## src/rtl/core/wls_pkg.sv

```systemverilog
// Package for the windowed latency statistics block.
// Holds default parameters, controller command and status types. No dependencies.
`default_nettype none
package wls_pkg;
    localparam int WINDOW_DEF      = 10;
    localparam int SAMPLE_BITS_DEF = 16;
    localparam int STAMP_BITS      = 32;
    localparam int OUT_BITS        = 16;
    localparam int COUNT_BITS      = 7;

    typedef struct packed {
        logic store_stamp;
        logic start_reply;
        logic sum_clear;
        logic sum_step;
        logic div_start;
        logic div_sq;
        logic div_step;
        logic sq_clear;
        logic sq_step;
        logic root_start;
        logic root_step;
        logic load_out;
    } wls_cmd_t;

    typedef struct packed {
        logic scan_last;
        logic div_last;
        logic root_last;
    } wls_stat_t;
endpackage
`default_nettype wire

```

## src/rtl/core/wls_datapath.sv

```systemverilog
// Datapath for the windowed latency statistics: sample window, serial sum,
// shift-subtract divider, square accumulator and bitwise integer root. Uses wls_pkg.
`default_nettype none
module wls_datapath
    import wls_pkg::*;
#(
    parameter int WINDOW      = WINDOW_DEF,
    parameter int SAMPLE_BITS = SAMPLE_BITS_DEF
)
(
    input  wire logic                    clk,
    input  wire logic                    rst_n,
    input  wire wls_cmd_t                cmd,
    output wls_stat_t                    stat,
    input  wire logic [STAMP_BITS-1:0]   now_ms,
    output logic [OUT_BITS-1:0]          latency,
    output logic [OUT_BITS-1:0]          average,
    output logic [OUT_BITS-1:0]          maximum,
    output logic [OUT_BITS-1:0]          deviation,
    output logic [COUNT_BITS-1:0]        sample_count
);
    localparam int IW  = (WINDOW > 1) ? $clog2(WINDOW) : 1;
    localparam int CW  = $clog2(WINDOW + 1);
    localparam int SW  = SAMPLE_BITS + CW;          // sum width
    localparam int QW  = 2 * SAMPLE_BITS + CW;      // square sum width
    localparam int DW  = QW;                        // divider width
    localparam int DCW = $clog2(DW + 1);
    localparam int RH  = (QW + 1) / 2;              // root bits
    localparam int RW  = 2 * RH;
    localparam int RCW = $clog2(RH + 1);
    localparam logic [SAMPLE_BITS-1:0] SAT = {SAMPLE_BITS{1'b1}};

    logic [SAMPLE_BITS-1:0] win_mem [WINDOW];
    logic [SAMPLE_BITS-1:0] rd_data_reg;
    logic [STAMP_BITS-1:0]  stamp_reg;
    logic [SAMPLE_BITS-1:0] lat_reg, max_reg;
    logic [IW-1:0]          slot_reg, idx_reg;
    logic [CW-1:0]          held_reg, scan_reg;
    logic                   rd_valid_reg;
    logic [SW-1:0]          sum_reg;
    logic [QW-1:0]          sq_reg;
    logic [DW-1:0]          quo_reg, rem_reg, dvd_reg;
    logic [DCW-1:0]         dcnt_reg;
    logic [SAMPLE_BITS-1:0] mean_reg;
    logic [RW-1:0]          rad_reg, rrem_reg;
    logic [RH-1:0]          root_reg;
    logic [RCW-1:0]         rcnt_reg;

    logic [STAMP_BITS-1:0]  diff;
    logic [SAMPLE_BITS-1:0] lat_sat;
    logic [SAMPLE_BITS-1:0] adiff;
    logic [2*SAMPLE_BITS-1:0] sqr;
    logic [DW:0]            rem_sh, rem_sub;
    logic [RW+1:0]          rrem_sh, trial, rrem_sub;

    assign diff    = now_ms - stamp_reg;
    assign lat_sat = (diff > STAMP_BITS'(SAT)) ? SAT : diff[SAMPLE_BITS-1:0];

    always_ff @(posedge clk)
    begin
        if (cmd.start_reply)
            win_mem[slot_reg] <= lat_sat;
        rd_data_reg <= win_mem[idx_reg];
    end

    always_ff @(posedge clk or negedge rst_n)
    begin
        if (!rst_n)
        begin
            stamp_reg <= '0;
            max_reg   <= '0;
            slot_reg  <= '0;
            held_reg  <= '0;
        end
        else
        begin
            if (cmd.store_stamp)
                stamp_reg <= now_ms;
            if (cmd.start_reply)
            begin
                if (lat_sat > max_reg)
                    max_reg <= lat_sat;
                slot_reg <= (32'(slot_reg) + 1 >= WINDOW) ? '0 : slot_reg + 1'b1;
                if (32'(held_reg) < WINDOW)
                    held_reg <= held_reg + 1'b1;
            end
        end
    end

    // Scan index walks the held samples; read data follows the index in the next cycle.
    always_ff @(posedge clk)
    begin
        if (cmd.start_reply)
            lat_reg <= lat_sat;
        if (cmd.sum_clear || cmd.sq_clear)
        begin
            idx_reg      <= '0;
            scan_reg     <= '0;
            rd_valid_reg <= 1'b0;
        end
        else if (cmd.sum_step || cmd.sq_step)
        begin
            if (32'(idx_reg) + 1 < WINDOW)
                idx_reg <= idx_reg + 1'b1;
            scan_reg     <= scan_reg + 1'b1;
            rd_valid_reg <= 1'b1;
        end
        if (cmd.sum_clear)
            sum_reg <= '0;
        else if (cmd.sum_step && rd_valid_reg)
            sum_reg <= sum_reg + SW'(rd_data_reg);
        if (cmd.sq_clear)
            sq_reg <= '0;
        else if (cmd.sq_step && rd_valid_reg)
            sq_reg <= sq_reg + QW'(sqr);
    end

    assign adiff = (rd_data_reg >= mean_reg) ? rd_data_reg - mean_reg
                                             : mean_reg - rd_data_reg;
    assign sqr   = adiff * adiff;

    // The last held sample is on the read data when the step count reaches the count held.
    assign stat.scan_last = rd_valid_reg && (scan_reg == held_reg);

    // Restoring divider, one quotient bit per cycle; shared by mean and variance.
    assign rem_sh  = {rem_reg, dvd_reg[DW-1]};
    assign rem_sub = rem_sh - (DW+1)'(held_reg);
    always_ff @(posedge clk)
    begin
        if (cmd.div_start)
        begin
            dvd_reg  <= cmd.div_sq ? DW'(sq_reg) : DW'(sum_reg);
            rem_reg  <= '0;
            quo_reg  <= '0;
            dcnt_reg <= DCW'(DW);
        end
        else if (cmd.div_step)
        begin
            dvd_reg  <= dvd_reg << 1;
            dcnt_reg <= dcnt_reg - 1'b1;
            if (!rem_sub[DW])
            begin
                rem_reg <= rem_sub[DW-1:0];
                quo_reg <= {quo_reg[DW-2:0], 1'b1};
            end
            else
            begin
                rem_reg <= rem_sh[DW-1:0];
                quo_reg <= {quo_reg[DW-2:0], 1'b0};
            end
        end
        if (cmd.sq_clear)
            mean_reg <= quo_reg[SAMPLE_BITS-1:0];
    end
    assign stat.div_last = (dcnt_reg == DCW'(1));

    // Digit-by-digit root, two radicand bits per cycle.
    assign rrem_sh  = {rrem_reg, rad_reg[RW-1 -: 2]};
    assign trial    = (RW+2)'({root_reg, 2'b01});
    assign rrem_sub = rrem_sh - trial;
    always_ff @(posedge clk)
    begin
        if (cmd.root_start)
        begin
            rad_reg  <= RW'(quo_reg);
            rrem_reg <= '0;
            root_reg <= '0;
            rcnt_reg <= RCW'(RH);
        end
        else if (cmd.root_step)
        begin
            rad_reg  <= rad_reg << 2;
            rcnt_reg <= rcnt_reg - 1'b1;
            if (!rrem_sub[RW+1])
            begin
                rrem_reg <= rrem_sub[RW-1:0];
                root_reg <= {root_reg[RH-2:0], 1'b1};
            end
            else
            begin
                rrem_reg <= rrem_sh[RW-1:0];
                root_reg <= {root_reg[RH-2:0], 1'b0};
            end
        end
    end
    assign stat.root_last = (rcnt_reg == RCW'(1));

    always_ff @(posedge clk)
    begin
        if (cmd.load_out)
        begin
            latency      <= OUT_BITS'(lat_reg);
            average      <= OUT_BITS'(mean_reg);
            maximum      <= OUT_BITS'(max_reg);
            deviation    <= OUT_BITS'(root_reg);
            sample_count <= COUNT_BITS'(held_reg);
        end
    end
endmodule
`default_nettype wire

```

## src/rtl/core/wls_control.sv

```systemverilog
// Controller state machine for the windowed latency statistics.
// Sequences sum, divide, square sum, divide, root and the output load. Uses wls_pkg.
`default_nettype none
module wls_control
    import wls_pkg::*;
(
    input  wire logic      clk,
    input  wire logic      rst_n,
    input  wire logic      in_valid,
    output logic           in_stall,
    input  wire logic      action,
    output logic           out_valid,
    input  wire logic      out_stall,
    input  wire wls_stat_t stat,
    output wls_cmd_t       cmd
);
    localparam logic [3:0] S_IDLE  = 4'd0;
    localparam logic [3:0] S_SUMC  = 4'd1;
    localparam logic [3:0] S_SUM   = 4'd2;
    localparam logic [3:0] S_DIV1S = 4'd3;
    localparam logic [3:0] S_DIV1  = 4'd4;
    localparam logic [3:0] S_SQC   = 4'd5;
    localparam logic [3:0] S_SQ    = 4'd6;
    localparam logic [3:0] S_DIV2S = 4'd7;
    localparam logic [3:0] S_DIV2  = 4'd8;
    localparam logic [3:0] S_ROOTS = 4'd9;
    localparam logic [3:0] S_ROOT  = 4'd10;
    localparam logic [3:0] S_LOAD  = 4'd11;

    logic [3:0] state_reg, state_next;
    logic       out_valid_reg, out_valid_next;
    logic       accept;

    assign in_stall  = (state_reg != S_IDLE);
    assign accept    = in_valid && !in_stall;
    assign out_valid = out_valid_reg;

    always_comb
    begin
        state_next     = state_reg;
        out_valid_next = out_valid_reg && out_stall;
        cmd            = '0;
        unique case (state_reg)
            S_IDLE:
            begin
                cmd.store_stamp = accept && !action;
                cmd.start_reply = accept && action;
                if (accept && action)
                    state_next = S_SUMC;
            end
            S_SUMC:  begin cmd.sum_clear = 1'b1; state_next = S_SUM; end
            S_SUM:
            begin
                cmd.sum_step = 1'b1;
                if (stat.scan_last)
                    state_next = S_DIV1S;
            end
            S_DIV1S: begin cmd.div_start = 1'b1; state_next = S_DIV1; end
            S_DIV1:
            begin
                cmd.div_step = 1'b1;
                if (stat.div_last)
                    state_next = S_SQC;
            end
            S_SQC:   begin cmd.sq_clear = 1'b1; state_next = S_SQ; end
            S_SQ:
            begin
                cmd.sq_step = 1'b1;
                if (stat.scan_last)
                    state_next = S_DIV2S;
            end
            S_DIV2S: begin cmd.div_start = 1'b1; cmd.div_sq = 1'b1; state_next = S_DIV2; end
            S_DIV2:
            begin
                cmd.div_step = 1'b1;
                if (stat.div_last)
                    state_next = S_ROOTS;
            end
            S_ROOTS: begin cmd.root_start = 1'b1; state_next = S_ROOT; end
            S_ROOT:
            begin
                cmd.root_step = 1'b1;
                if (stat.root_last)
                    state_next = S_LOAD;
            end
            S_LOAD:
            begin
                // Wait until the output register is free.
                if (!out_valid_reg || !out_stall)
                begin
                    cmd.load_out   = 1'b1;
                    out_valid_next = 1'b1;
                    state_next     = S_IDLE;
                end
            end
            default: state_next = S_IDLE;
        endcase
    end

    always_ff @(posedge clk or negedge rst_n)
    begin
        if (!rst_n)
        begin
            state_reg     <= S_IDLE;
            out_valid_reg <= 1'b0;
        end
        else
        begin
            state_reg     <= state_next;
            out_valid_reg <= out_valid_next;
        end
    end
endmodule
`default_nettype wire

```

## src/rtl/core/windowed_latency_statistics.sv

```systemverilog
// Windowed latency statistics, top level. Uses wls_pkg, wls_control, wls_datapath.
// A send item is accepted while the block is idle and gives no result. A reply item is
// worked through a serial sum and a square sum over the held samples, two one-bit-a-cycle
// divisions of width 2*SAMPLE_BITS plus the count width, and a two-bit-a-cycle root. The
// input stalls until the reply result is loaded to the output, so no new item is taken meanwhile.
// Reset clears stamp, maximum, slot, count and control; window entries need no reset.
`default_nettype none
module windowed_latency_statistics
    import wls_pkg::*;
#(
    parameter int WINDOW      = WINDOW_DEF,
    parameter int SAMPLE_BITS = SAMPLE_BITS_DEF
)
(
    input  wire logic                   clk,
    input  wire logic                   rst_n,
    input  wire logic                   in_valid,
    output logic                        in_stall,
    input  wire logic                   action,
    input  wire logic [STAMP_BITS-1:0]  now_ms,
    output logic                        out_valid,
    input  wire logic                   out_stall,
    output logic [OUT_BITS-1:0]         latency,
    output logic [OUT_BITS-1:0]         average,
    output logic [OUT_BITS-1:0]         maximum,
    output logic [OUT_BITS-1:0]         deviation,
    output logic [COUNT_BITS-1:0]       sample_count
);
    wls_cmd_t  cmd;
    wls_stat_t stat;

    wls_control u_control (
        .clk(clk), .rst_n(rst_n), .in_valid(in_valid), .in_stall(in_stall),
        .action(action), .out_valid(out_valid), .out_stall(out_stall),
        .stat(stat), .cmd(cmd)
    );

    wls_datapath #(.WINDOW(WINDOW), .SAMPLE_BITS(SAMPLE_BITS)) u_datapath (
        .clk(clk), .rst_n(rst_n), .cmd(cmd), .stat(stat), .now_ms(now_ms),
        .latency(latency), .average(average), .maximum(maximum),
        .deviation(deviation), .sample_count(sample_count)
    );

`ifndef SYNTH
    a_stall_while_busy: assert property (@(posedge clk) disable iff (!rst_n)
        cmd.start_reply |=> in_stall)
        else $error("block accepted an item during a reply computation");
    a_count_nonzero: assert property (@(posedge clk) disable iff (!rst_n)
        out_valid |-> sample_count != '0)
        else $error("result shown with empty window");
    a_max_bound: assert property (@(posedge clk) disable iff (!rst_n)
        out_valid && !$past(out_valid) |-> maximum >= latency)
        else $error("maximum below newest latency");
`endif
endmodule
`default_nettype wire
```

## config.mk

```make
export PLATFORM = sky130hd
export DESIGN_NAME = windowed_latency_statistics
export DESIGN_NICKNAME = d
export VERILOG_FILES = /design/src/rtl/core/wls_pkg.sv /design/src/rtl/core/wls_datapath.sv /design/src/rtl/core/wls_control.sv /design/src/rtl/core/windowed_latency_statistics.sv
export SDC_FILE = /design/constraint.sdc
export NUM_CORES = 2
export LEC_CHECK = 0
export BUFFER_PORTS_ARGS = -buffer_cell sky130_fd_sc_hd__buf_2
export CAP_MARGIN = 20
export CORE_MARGIN = 2
export CORE_UTILIZATION = 51
export CTS_BUF_LIST = sky130_fd_sc_hd__clkbuf_4 sky130_fd_sc_hd__clkbuf_8
export DETAILED_ROUTE_END_ITERATION = 16
export HOLD_SLACK_MARGIN = 0.02
export PLACE_DENSITY = 0.79
export SETUP_SLACK_MARGIN = 0.4
export SLEW_MARGIN = 20
export SYNTH_ARGS = -nofsm -noshare
export SYNTH_HDL_FRONTEND = slang
export SYNTH_SLANG_ARGS = --single-unit
```

## constraint.sdc

```tcl
create_clock -name clk -period 9.1 [get_ports clk]
set_clock_uncertainty 0.2 [all_clocks]
set_input_delay 0 -clock clk [delete_from_list [all_inputs] [get_ports clk]]
set_output_delay 0 -clock clk [all_outputs]
set_load 0.005 [all_outputs]
```

==> impl_metrics.toml <==
[logic_synthesis]
netlist_area_mm2 = 0.0370
yosysUniqueCellTypes = 86
ys.flop_type = "edfxtp_1"
seq_area_frac_synth = 0.429
ys_ff_latch = 611
ys_async_sr_fraction = 0.0998
synth_edf_count = 332
ys_warn_count = 0
synth_area_per_cell_um2 = 10.4
synthCells = 3558

[worst_setup_path]
crit_arrival_ps = 9160
cp_slowest_cell = "fa_1"
reg2reg_depth = 35
crit_fanout = 9
path_class = "flop to flop"
reg2reg_to = "u_datapath.sq_reg[32]"
critPathLaunchType = "flop"
worst_setup_path_end_kind = "flop"
cpMostUsedCell = "fa_1"
cpPeakStageDelay_ps = 550
worstReg2RegStart = "u_datapath.rd_data_reg[11]"
crit_required_ps = 9450
rrSetupSlack_ps = 290

[drt]
via_count = 27300
routed_wl_um = 87400
wl_met3_um = 5590
first_pass_iters = 5
route.met2.wl_um = 42800
post_drt_via_cell_ratio = 5.58
drc = 0
routedWlPerCell_um = 17.8
m1WireLength_um = 36100
drt_iter0_drc = 2019
ant_nets = 0
top_layer_used = "met5"

[cells_and_area]
nets = 4340
largest_register_ffs = 160
largest-register = "u_datapath.win_mem"
drive_gt1_frac = 0.174
synthToLayoutAreaGrowth_pct = 17.4

[global_routing]
grt_pass1_vias = 28000
globalRouteTotalUtil = 0.232
antenna_found_initial = 2
gr-total-overflow = 0
grt_pass1_wl_um = 140000
grt_max_degree = 96

[cts]
path_clk_slew_ps = 60
cts_sinks = 611
cts-root-buf = "clkbuf_8"
cts_buffer_depth = 3
cts_tree = "done"
htreeDepth = 3
clock_latency_ps = 720
cts_made_buffers = 99

[placement]
place.gp.congestion = 0.936
hpwl_um = 57700
port_buffers = 106

[timing]
worst_pin_slew_ps = 1100
hold_viol = 0
timing.fmax_mhz = 114
setup_viol = 0
fin_crit_sh = 0.968
final-max-slew-violation-count = 0
timing.hold.ws_ps = 102
period_minus_slack_ps = 8810
maxSlewHeadroom = 0.257
rsz0062_at_grt = "yes"

[floorplanning]
rows = 98
die_h_um = 273
initial_utilization = 0.517
die_width_um = 273
dieArea_mm2 = 0.0747
num_io_pins = 110
core_mm2 = 0.0716

[hold_path]
worstHoldStart = "now_ms[1]"
hold_depth = 5
hold_class = "primary input to flop"
holdPathEnd = "u_datapath.max_reg[1]"

[run_status]
status = "finished clean"

[flow_run]
maxCapViolations = 0
==> metrics by stage <==
stage                     instances  instance area [µm²]  setup TNS (ps)  worst slack (ps)  utilization
final                          4903                43400               0               292        0.606
after global routing           4903                43400           -27.1             -27.1        0.606
after CTS                      4876                42600               0               406        0.595
after detailed placement       4578                39000            -276             -83.3        0.545
after global placement         4578                39000               0              34.2        0.545
after floorplan                3560                37000               0               410            -
==> routing by layer <==
layer  vias to the layer above  GRT usage
li1                      12800          -
met1                     13500      0.292
met2                       841      0.398
met3                       219     0.0443
met4                         2     0.0815
met5                         -          0
==> synthesized netlist by cell type, drive strengths merged (65+ instances only) <==
library cell	n	area share
inv	457	0.046
nand2	416	0.042
edfxtp	332	0.27
ha	237	0.080
dfxtp	218	0.12
fa	199	0.11
nor2	179	0.018
a21oi	171	0.023
o21ai	162	0.022
clkbuf	113	0.011
xnor2	105	0.025
nand3	102	0.014
mux2	67	0.020
xor2	65	0.015
==> cell usage in the layout, fill, tap and decap left out, drive strengths merged, types with 102 or more instances in the layout <==
cell type and n:
xnor2 105, clkbuf 150, buf 238, nor2 179, o21ai 162, nand3 102
fa 199, a21oi 171, dlygate4sd3 104, nand2 416, ha 237, inv 461
edfxtp 332, dfxtp 218
==> cell type report <==
class                   count  area (µm²)
inverters                 461        1740
fillers                  5556       28200
flip-flops and latches    611       15900
diodes                      1        2.50
multi-input cells        2352       19700
well taps                 950        1190
clock inverters            36         408
clock buffers             150        1860
repair buffers            342        2670
==> worst max-delay path by stage <==
stage,to,depth (start not counted),start,slack [ps]
after floorplan,u_datapath.sq_reg[33],33,u_datapath.mean_reg[0],410
after global placement,u_datapath.sq_reg[35],34,u_datapath.rd_data_reg[0],30
after detailed placement,u_datapath.sq_reg[33],34,u_datapath.rd_data_reg[0],-80
after CTS,u_datapath.sq_reg[23],35,u_datapath.rd_data_reg[0],410
after global routing,u_datapath.sq_reg[32],37,u_datapath.mean_reg[12],-30
final,u_datapath.sq_reg[32],35,u_datapath.rd_data_reg[11],290
==> kinds of logic after synthesis <==
group,share of synthesized area
AND/OR/NAND/NOR,0.120
AO/OA/AOI/OAI,0.104
adder cells (fa/ha/maj),0.188
XOR/XNOR,0.0407
multiplexers,0.0569
buffers and inverters,0.0614
flip-flops,0.429
other,0.000101
==> worst max-delay path, delay by kind of cell, from the launching register on <==
family                   cells  cell delay (ps)
AND/OR/NAND/NOR              3              450
AO/OA/AOI/OAI               11             2230
flip-flops                   1              360
buffers and inverters       10             1170
XOR/XNOR                     3              580
adder cells (fa/ha/maj)      8             3650
==> repair_timing <==
item | CTS | global route
endpoints found under the hold margin | 187 | 0
cloned | 1 | 0
resized for setup | 57 | 138
hold buffers | 104 | 0
setup buffers | 7 | 26
endpoints found under the setup margin | 14 | 18
pin swaps | 25 | 53
Power is not shown: default switching activity piles up to over one toggle a cycle in this logic, so the estimate is an artifact.
